<file path="src/rtl/smrp_pkg.sv">
package smrp_pkg;

    // Characters of the report body.
    localparam logic [7:0] CH_SPACE   = 8'h20;
    localparam logic [7:0] CH_SEMI    = 8'h3B;
    localparam logic [7:0] CH_ZERO    = 8'h30;
    localparam logic [7:0] CH_NINE    = 8'h39;
    localparam logic [7:0] CH_PRESS   = 8'h4D;
    localparam logic [7:0] CH_RELEASE = 8'h6D;

    // Button codes that produce an event.
    localparam logic [7:0] BTN_LEFT       = 8'd0;
    localparam logic [7:0] BTN_MIDDLE     = 8'd1;
    localparam logic [7:0] BTN_RIGHT      = 8'd2;
    localparam logic [7:0] BTN_WHEEL_UP   = 8'd64;
    localparam logic [7:0] BTN_WHEEL_DOWN = 8'd65;

    // Saturation limits of the decimal fields.
    localparam logic [15:0] BUTTON_LIMIT = 16'd255;
    localparam logic [15:0] POS_LIMIT    = 16'hFFFF;

    // Event kinds on the result channel.
    typedef enum logic [2:0] {
        EV_LEFT_PRESS      = 3'd0,
        EV_LEFT_RELEASE    = 3'd1,
        EV_MIDDLE_PRESS    = 3'd2,
        EV_MIDDLE_RELEASE  = 3'd3,
        EV_RIGHT_PRESS     = 3'd4,
        EV_RIGHT_RELEASE   = 3'd5,
        EV_WHEEL_UP        = 3'd6,
        EV_WHEEL_DOWN      = 3'd7
    } t_event_kind;

    // Field currently being filled.
    typedef enum logic [1:0] {
        FLD_BUTTON = 2'd0,
        FLD_X      = 2'd1,
        FLD_Y      = 2'd2,
        FLD_DONE   = 2'd3
    } t_field;

    // One decimal step: acc * 10 + digit, clipped at limit.
    function automatic logic [15:0] sat_acc(input logic [15:0] acc,
                                            input logic [3:0]  digit,
                                            input logic [15:0] limit);
        logic [19:0] v;
        v = {1'b0, acc, 3'b000} + {3'b000, acc, 1'b0} + {16'd0, digit};
        if (v > {4'd0, limit}) begin
            return limit;
        end
        return v[15:0];
    endfunction

endpackage

</file>
<file path="src/rtl/sgr_mouse_report_parser.sv">
// Mouse report body parser.
//
// Input channel: one body byte per request on i_byte_in (i_in_valid /
// o_in_ready). Output channel: one event per request on o_event_kind,
// o_x_pos and o_y_pos (o_out_valid / i_out_ready). Only the terminating
// 'M' or 'm' of a report with a known button code makes an event; every
// other byte is absorbed into the parse state.
//
// A byte is decoded from the input register; a terminator's event enters
// the result register as that byte moves on. One byte per cycle is taken
// while the result register is free or draining: the held byte drains into
// the parse state and the result register in the same cycle.
//
// Reset clears the parse state, the byte counter and both valid flags.
// While the receiver holds off an event, the input register keeps one byte
// and o_in_ready drops until the result is taken.
// A report that reaches REPORT_MAX_BYTES bytes without a terminator is
// discarded with no event.
module sgr_mouse_report_parser #(
    parameter int REPORT_MAX_BYTES = 32
) (
    input  logic        i_clk,
    input  logic        i_rst_n,
    input  logic        i_in_valid,
    output logic        o_in_ready,
    input  logic [7:0]  i_byte_in,
    output logic        o_out_valid,
    input  logic        i_out_ready,
    output logic [2:0]  o_event_kind,
    output logic [15:0] o_x_pos,
    output logic [15:0] o_y_pos
);
    import smrp_pkg::*;

    localparam int         CNT_W   = $clog2(REPORT_MAX_BYTES + 1);
    localparam logic [CNT_W-1:0] MAX_CNT = CNT_W'(REPORT_MAX_BYTES);

    // Input register.
    logic       r_in_valid;
    logic [7:0] r_byte;

    // Parse state.
    t_field           r_field,  n_field;
    logic             r_digit,  n_digit;
    logic             r_halt,   n_halt;
    logic [7:0]       r_button, n_button;
    logic [15:0]      r_x,      n_x;
    logic [15:0]      r_y,      n_y;
    logic [CNT_W-1:0] r_count,  n_count;

    // Result register.
    logic        r_out_valid;
    t_event_kind r_kind;
    logic [15:0] r_x_pos;
    logic [15:0] r_y_pos;

    logic        fire;
    logic        is_term;
    logic        is_digit;
    logic        is_sep;
    logic        emit;
    t_event_kind kind;
    logic [15:0] acc_in;
    logic [15:0] acc_out;
    logic [15:0] acc_limit;

    // The held byte moves on when the result register is free or draining.
    assign fire       = r_in_valid && (!r_out_valid || i_out_ready);
    assign o_in_ready = !r_in_valid || fire;

    assign is_term  = (r_byte == CH_PRESS) || (r_byte == CH_RELEASE);
    assign is_digit = (r_byte >= CH_ZERO) && (r_byte <= CH_NINE);
    assign is_sep   = (r_byte == CH_SPACE) || (r_byte == CH_SEMI);

    // Select the field the digit goes into and share one accumulator.
    always_comb begin
        acc_in    = r_x;
        acc_limit = POS_LIMIT;
        case (r_field)
            FLD_BUTTON: begin
                acc_in    = {8'd0, r_button};
                acc_limit = BUTTON_LIMIT;
            end
            FLD_Y:   acc_in = r_y;
            default: acc_in = r_x;
        endcase
    end

    assign acc_out = sat_acc(acc_in, r_byte[3:0], acc_limit);

    // Button code and terminator to event kind.
    always_comb begin
        emit = 1'b1;
        kind = EV_LEFT_PRESS;
        unique case (r_button)
            BTN_LEFT:       kind = (r_byte == CH_RELEASE) ? EV_LEFT_RELEASE
                                                          : EV_LEFT_PRESS;
            BTN_MIDDLE:     kind = (r_byte == CH_RELEASE) ? EV_MIDDLE_RELEASE
                                                          : EV_MIDDLE_PRESS;
            BTN_RIGHT:      kind = (r_byte == CH_RELEASE) ? EV_RIGHT_RELEASE
                                                          : EV_RIGHT_PRESS;
            BTN_WHEEL_UP:   kind = EV_WHEEL_UP;
            BTN_WHEEL_DOWN: kind = EV_WHEEL_DOWN;
            default:        emit = 1'b0;
        endcase
    end

    // Next parse state for the held byte.
    always_comb begin
        n_field  = r_field;
        n_digit  = r_digit;
        n_halt   = r_halt;
        n_button = r_button;
        n_x      = r_x;
        n_y      = r_y;
        n_count  = r_count + 1'b1;
        if (!is_term && !r_halt && (r_field != FLD_DONE)) begin
            if (is_digit) begin
                case (r_field)
                    FLD_BUTTON: n_button = acc_out[7:0];
                    FLD_Y:      n_y      = acc_out;
                    default:    n_x      = acc_out;
                endcase
                n_digit = 1'b1;
            end else if (is_sep) begin
                if (r_digit) begin
                    n_field = t_field'(r_field + 2'd1);
                    n_digit = 1'b0;
                end
            end else begin
                n_halt = 1'b1;
            end
        end
        // A terminator or a full buffer starts a fresh report.
        if (is_term || (n_count == MAX_CNT)) begin
            n_field  = FLD_BUTTON;
            n_digit  = 1'b0;
            n_halt   = 1'b0;
            n_button = '0;
            n_x      = '0;
            n_y      = '0;
            n_count  = '0;
        end
    end

    // Input register.
    always_ff @(posedge i_clk) begin
        if (!i_rst_n) begin
            r_in_valid <= 1'b0;
        end else if (o_in_ready) begin
            r_in_valid <= i_in_valid;
        end
        if (o_in_ready && i_in_valid) begin
            r_byte <= i_byte_in;
        end
    end

    // Parse state registers.
    always_ff @(posedge i_clk) begin
        if (!i_rst_n) begin
            r_field  <= FLD_BUTTON;
            r_digit  <= 1'b0;
            r_halt   <= 1'b0;
            r_button <= '0;
            r_x      <= '0;
            r_y      <= '0;
            r_count  <= '0;
        end else if (fire) begin
            r_field  <= n_field;
            r_digit  <= n_digit;
            r_halt   <= n_halt;
            r_button <= n_button;
            r_x      <= n_x;
            r_y      <= n_y;
            r_count  <= n_count;
        end
    end

    // Result register.
    always_ff @(posedge i_clk) begin
        if (!i_rst_n) begin
            r_out_valid <= 1'b0;
        end else if (fire) begin
            r_out_valid <= is_term && emit;
        end else if (i_out_ready) begin
            r_out_valid <= 1'b0;
        end
        if (fire && is_term && emit) begin
            r_kind  <= kind;
            r_x_pos <= r_x;
            r_y_pos <= r_y;
        end
    end

    assign o_out_valid  = r_out_valid;
    assign o_event_kind = r_kind;
    assign o_x_pos      = r_x_pos;
    assign o_y_pos      = r_y_pos;

    // The byte counter is cleared before it can reach the buffer size.
    a_count_below_max: assert property (@(posedge i_clk) disable iff (!i_rst_n)
        r_count < MAX_CNT)
        else $error("byte counter reached the buffer size");

    // A terminator always leaves a fresh report behind.
    a_term_clears: assert property (@(posedge i_clk) disable iff (!i_rst_n)
        fire && is_term |=> (r_field == FLD_BUTTON) && (r_count == '0)
                            && !r_halt && !r_digit)
        else $error("report state not cleared after terminator");

    // Digits are only recorded while a field is still open.
    a_digit_field: assert property (@(posedge i_clk) disable iff (!i_rst_n)
        r_digit |-> (r_field != FLD_DONE))
        else $error("digit flag set after the last field");

    // An event is only raised by a terminator.
    a_event_source: assert property (@(posedge i_clk) disable iff (!i_rst_n)
        $rose(r_out_valid) |-> $past(fire && is_term))
        else $error("event raised without a terminator");

endmodule
</file>
<file path="config.mk">
export PLATFORM = sky130hd
export DESIGN_NAME = sgr_mouse_report_parser
export DESIGN_NICKNAME = d
export VERILOG_FILES = /design/src/rtl/smrp_pkg.sv /design/src/rtl/sgr_mouse_report_parser.sv
export SDC_FILE = /design/constraint.sdc
export NUM_CORES = 1
export LEC_CHECK = 0
export ABC_AREA = 1
export BUFFER_PORTS_ARGS = -buffer_cell sky130_fd_sc_hd__buf_2
export CELL_PAD_IN_SITES_DETAIL_PLACEMENT = 1
export CELL_PAD_IN_SITES_GLOBAL_PLACEMENT = 1
export CORE_ASPECT_RATIO = 1.75
export CORE_MARGIN = 3
export CORE_UTILIZATION = 45
export CTS_CLUSTER_SIZE = 8
export DETAILED_ROUTE_END_ITERATION = 10
export HOLD_SLACK_MARGIN = 0.06
export PLACE_DENSITY = 0.84
export SYNTH_ARGS = -nofsm -noshare
export SYNTH_HDL_FRONTEND = slang
export SYNTH_SLANG_ARGS = --single-unit
</file>
<file path="constraint.sdc">
create_clock -name i_clk -period 5.7 [get_ports i_clk]
set_clock_uncertainty 0.05 [all_clocks]
set_input_delay 0.57 -clock i_clk [delete_from_list [all_inputs] [get_ports i_clk]]
set_output_delay 0.57 -clock i_clk [all_outputs]
set_load 0.005 [all_outputs]
</file>
* Word level (Yosys, flattened, before mapping)
Index checks and enable logic that the tools add are counted.
Operators by class: shifts and indexed selects 0, multiplexer cells 38, reductions and logical operators 35, bitwise gates (word level) 0, magnitude comparators 3, equal/unequal tests 14, add/sub/neg operators 4, div/mod/pow operators 0, multiply operators 0
Operators by type and width (count):
- 16-bit two-way mux | 11
- 8-bit by 7-bit == test with 1-bit output (second input constant) | 4
- 8-bit two-way mux | 4
- 16-bit case mux with 2 select lines | 1
- 19-bit by 17-bit adder with 20-bit output | 1
- 20-bit by 4-bit adder with 20-bit output | 1
- 20-bit by 16-bit > comparator with 1-bit output | 1
- 8-bit by 6-bit == test with 1-bit output (second input constant) | 2
- 4-bit AND reduction | 4
- 1-bit two-way mux | 15
- 3-bit case mux with 5 select lines | 1
- 2-bit nonzero test | 7
- 2-bit two-way mux | 5
- 8-bit by 1-bit == test with 1-bit output (second input constant) | 1
- 8-bit by 2-bit == test with 1-bit output (second input constant) | 1
- 8-bit by 6-bit greater-or-equal comparator with 1-bit output (second input constant) | 1
- 8-bit by 6-bit <= comparator with 1-bit output (second input constant) | 1
- 1-bit logical AND | 8
- 8-bit logical NOT | 1
- 6-bit by 1-bit adder with 6-bit output (second input constant) | 1
- 6-bit == test (second input constant) | 1
- 6-bit two-way mux | 1
- 2-bit by 1-bit inequality test with 1-bit output (second input constant) | 3
- 1-bit logical OR | 5
- 10 further kinds | 13
Storage, ports and cells: bits in latches 0, memories kept 0, bits of input ports 12, word-level logic and storage cells 107, memory bits (writable) 0, output and inout bits 37, bits in registers 95, memory bits (read-only) 0

* Longest topological paths before layout
depth in word-level cells 11, depth in mapped cells 31, gate-level depth less buffers 29

* Worst setup path after synthesis
Ideal clock, no wire load.
path type reg2reg, start point register r_field[0], end point register r_button[6], stages on the path, launching flop included 28, arrival time 4.491 ns, setup slack 1.034 ns, library setup time 0.125 ns, required time 5.525 ns, clock period less this slack 4.666 ns, cell sequence dfxtp_1 inv_1 ha_1 inv_2 nand2_1 inv_2 clkbuf_1 nand2_1 o211ai_1 fa_1 fa_1 nand2_1 nand2_1 nand3_1 nand2_1 a21oi_1 xor2_1 inv_1 ha_1 nand2_1 nor2_1 nand4_1 nor2_1 nand3_1 nand2_1 nand3_4 o21ai_1 a21oi_1
On the way: cells in the longest elaborated chain, start to end 11
RTL lines:
- start: declaration | line sgr_mouse_report_parser.sv:43 | t_field r_field, n_field;
- start signal: assignment | line sgr_mouse_report_parser.sv:169 | r_field <= n_field;
- 2-bit == test or 2-bit logical NOT (tied branches) | line sgr_mouse_report_parser.sv:79, sgr_mouse_report_parser.sv:119
- 16-bit case mux with 2 select lines | line sgr_mouse_report_parser.sv:79 | case (r_field)
- 19-bit by 17-bit adder with 20-bit output | line smrp_pkg.sv:47 | v = {1'b0, acc, 3'b000} + {3'b000, acc, 1'b0} + {16'd0, digit};
- 20-bit by 4-bit adder with 20-bit output | line smrp_pkg.sv:47
- 20-bit by 16-bit > comparator with 1-bit output | line smrp_pkg.sv:48 | if (v > {4'd0, limit}) begin
- 1-bit two-way mux | line smrp_pkg.sv:48
- 16-bit two-way mux | line smrp_pkg.sv:51 | return v[15:0];
- 8-bit two-way mux | line sgr_mouse_report_parser.sv:119 | case (r_field)
- 8-bit two-way mux | line sgr_mouse_report_parser.sv:118 | if (is_digit) begin
- 8-bit two-way mux | line sgr_mouse_report_parser.sv:117 | if (!is_term && !r_halt && (r_field != FLD_DONE)) begin
- 8-bit two-way mux | line sgr_mouse_report_parser.sv:135 | if (is_term || (n_count == MAX_CNT)) begin
- end signal: assignment | line sgr_mouse_report_parser.sv:172 | r_button <= n_button;
- end: declaration | line sgr_mouse_report_parser.sv:46 | logic [7:0] r_button, n_button;
Parallel ways exist; a longest one is shown, timed or not. The select of a mux whose other input is x is not followed. A chain may end at the register's enable or synchronous reset.

* Worst setup path in the final report
start point register r_field[0], end point register r_x[2]
On the way: cells in the longest elaborated chain, start to end 11
RTL lines:
- 2-bit == test or 2-bit logical NOT (tied branches) | line sgr_mouse_report_parser.sv:79, sgr_mouse_report_parser.sv:119
- 16-bit case mux with 2 select lines | line sgr_mouse_report_parser.sv:79
- 19-bit by 17-bit adder with 20-bit output | line smrp_pkg.sv:47
- 20-bit by 4-bit adder with 20-bit output | line smrp_pkg.sv:47
- 20-bit by 16-bit > comparator with 1-bit output | line smrp_pkg.sv:48
- 1-bit two-way mux | line smrp_pkg.sv:48
- 16-bit two-way mux | line smrp_pkg.sv:51
- 16-bit two-way mux | line sgr_mouse_report_parser.sv:119
- 16-bit two-way mux | line sgr_mouse_report_parser.sv:118
- 16-bit two-way mux | line sgr_mouse_report_parser.sv:117
- 16-bit two-way mux | line sgr_mouse_report_parser.sv:135
- end signal: assignment | line sgr_mouse_report_parser.sv:173 | r_x <= n_x;
- end: declaration | line sgr_mouse_report_parser.sv:47 | logic [15:0] r_x, n_x;
Parallel ways exist; a longest one is shown, timed or not. The select of a mux whose other input is x is not followed.

==> results.yml <==
power:
  vdd_drop_max_v: 0.000372
  pwr-share-seq_pct: 48.7
  power_density_nw_per_um2: 250
  p_leak_nw: 2.97
  power.share.combinational_pct: 7.4
  clkPwrFrac_pct: 43.9
  p_sw_w: 0.000379
  netSwitchingFraction_pct: 25.5
  internal_power_w: 0.00111
synthesis:
  synthSimpleGateAreaFrac_pct: 21.7
  synthAdderAreaFrac_pct: 11.1
  yosys_warnings: 0
  synth.distinct_cells: 32
  synth_area_sq_um: 5220
  synth_top_family_by_area: "simple AND/OR/NAND/NOR gates"
  synth_mux_area_share_pct: 0
  syn_inst: 638
  syn_nets: 695
  synthXorXnorAreaFrac_pct: 1.85
  avgSynthCellArea_sq_um: 8.18
  seq_area_frac_synth_pct: 44.7
  synth_compound_area_share_pct: 14.0
  synth-seq-cells: 95
timing:
  rsz0062_at_grt: "false"
  period_needed_ns: 5.20
  hold_violations: 0
  maxSlewHeadroom_pct: 29.3
  fin_crit_sh_pct: 91.3
  final.setup.tns_ns: 0
  worst_pin_slew_ns: 1.06
  slew_violations: 0
  setup_viol: 0
  whs_ns: 0.344
  fmax_mhz: 192
critical_path:
  r2r-start: "r_field[0]"
  cpMostUsedCell: "nand2_1"
  crit_fanout: 17
  startpoint: "r_field[0]"
  crit_buf_inv: 4
  worst_ep_arrival_time_ns: 5.36
  crit_family: "adder cells"
  startpoint_type: "flop"
  cp-end-kind: "flop"
  cp_slowest_cell: "fa_1"
  critPathMaxStageDelay_ns: 0.55
  worst_ep_required_time_ns: 5.85
  worst-setup-path-type: "flop to flop"
global_route:
  grt_max_degree: 46
  grt_pass1_wl_mm: 25.1
  grt_pass1_vias: 5027
  grt_usage_pct: 25.2
  grt.overflow.total: 0
  grt_antenna_before_repair: 0
routing:
  drt_iter0_markers: 170
  drt_wl_total_mm: 15.5
  firstDrtPassIters: 4
  wl_per_cell_um: 18.8
  vias_per_cell: 5.66
  vias: 4664
  final_antenna_net_count: 0
  drc: 0
die:
  ioPinCount: 49
  floorplan.initialDensity_pct: 46.5
  die_x_um: 87.4
  core_area_sq_um: 11200
  rows: 51
  die_area_sq_um: 13000
  die_h_um: 148
clock_network:
  clkSinkCount: 95
  cts.path.max_buffers: 2
  tritoncts: "built"
  hold_buffers: 0
  numCtsBuffers: 9
  cts_root_buf: "clkbuf_16"
  htree_num_levels: 3
  clk_latency_ns: 0.36
  cts.clk_slew.worst_paths_ns: 0.07
status:
  outcome: "complete, no violations"
place:
  dp_hpwl_mm: 11.8
  place_congestion: 0.881
  io_buffer_count: 48
layout:
  fill_cells: 1394
  register_area_sq_um: 2330
  syn_to_final_growth_pct: 14.0
  layout.nets: 744
  multi_input_area_sq_um: 2560
  antenna_cells: 0
  drive_above_1_share_pct: 12.1
job:
  maxCapViolCount: 0
worst_hold_path:
  hold_class: "input pin to flop"
  hp-start: "i_byte_in[5]"
## worst reg2reg max path: cells and delay by family, from the launching register on
| family | cells | cell delay (ns) |
|---|---|---|
| compound gates | 4 | 0.90 |
| xor+xnor | 1 | 0.24 |
| fa+ha+maj | 4 | 1.57 |
| buf+inv | 4 | 0.50 |
| flops | 1 | 0.37 |
| simple gates | 13 | 1.44 |
## layout by cell type, fill, tap and decap left out, drive strengths merged, types with 7 or more instances in the layout
cell,count
a21oi,61
a22o,7
buf,53
clkbuf,9
dfxtp,52
edfxtp,43
ha,43
inv,79
nand2,158
nand3,36
nand4,11
nor2,42
nor3,9
o211ai,8
o21ai,52
xor2,10
## kinds of logic after synthesis
logic type / after synthesis
XOR/XNOR: 11
buffers and inverters: 90
adder cells (fa/ha/maj): 45
AND/OR/NAND/NOR: 263
flip-flops: 95
AO/OA/AOI/OAI: 134
## area by class of cell
cell class	count	area share, %
clock buffers	9	3.79
well taps	132	2.78
inverters	75	4.86
repair buffers	53	4.67
multi-input cells	453	43.1
flip-flops and latches	95	39.2
clock inverters	7	1.64
## worst paths after layout
path | endpoint | slack (ns) | depth (start not counted)
max | r_x[2] | 0.50 | 26
min | r_byte[5] | 0.34 | 1
min reg2reg | o_y_pos[8] | 0.42 | 0
max reg2reg | r_x[2] | 0.50 | 26
## state kept, by name, summed over array words and instances, names as in the netlist, 3 cells and up
signal / cells
r_byte: 8
o_event_kind: 3
o_y_pos: 16
r_count: 6
r_button: 8
r_x: 16
o_x_pos: 16
r_y: 16
## metal layers
| layer | track usage, % | vias up | wire [um] |
|---|---|---|---|
| met5 | 0 | - | 0 |
| met3 | 4.21 | 45 | 486 |
| li1 | - | 2258 | - |
| met4 | 15.0 | 0 | 878 |
| met1 | 24.9 | 2255 | 5360 |
| met2 | 47.2 | 106 | 8780 |
## power groups by stage
stage	sequential (W)	clock, W	combinational (W)
global route	0.000725	0.000689	0.000124
finish	0.000724	0.000653	0.000110
detailed placement	0.000739	0	0.000109
global placement	0.000739	0	0.000103
CTS	0.000724	0.000662	0.000110
floorplan	0.000737	0	0.0000750
## synthesized netlist by cell type, drive strengths merged
cell type / number / share of area, %
nand3b: 3 / 0.43
xor2: 10 / 1.7
nor2: 42 / 3.3
o21ai: 52 / 5.0
ha: 43 / 10
a211oi: 3 / 0.43
o21bai: 1 / 0.14
nand2: 158 / 12
nand3: 36 / 3.7
a21oi: 61 / 5.8
fa: 2 / 0.77
inv: 75 / 5.4
and2: 1 / 0.12
nand4: 11 / 1.3
or2: 2 / 0.24
clkbuf: 8 / 0.58
dfxtp: 52 / 20
o31ai: 1 / 0.14
buf: 7 / 0.67
a22o: 7 / 1.2
nor4: 1 / 0.12
nor3: 9 / 0.86
o41ai: 1 / 0.17
xnor2: 1 / 0.17
edfxtp: 43 / 25
o211ai: 8 / 1.2
## timing repair
item,4_1_cts,5_1_grt
pin swaps,0,3
buffers inserted,0,2
setup endpoints to repair,8,40
resized for setup,1,7
## stage by stage
| stage | std cells | total power (W) | util, % | cell area [sq um] | setup WS [ns] |
|---|---|---|---|---|---|
| 4_1_cts | 822 | 0.00150 | 52.6 | 5910 | 0.0508 |
| 2_1_floorplan | 638 | 0.000812 | - | 5220 | 1.03 |
| 6_report | 824 | 0.00149 | 53.0 | 5950 | 0.498 |
| 3_3_place_gp | 806 | 0.000842 | 49.7 | 5580 | 0.373 |
| 3_5_place_dp | 806 | 0.000849 | 49.7 | 5580 | 0.102 |
| 5_1_grt | 824 | 0.00154 | 53.0 | 5950 | 0.0534 |
(Power assumes the default switching activity.)
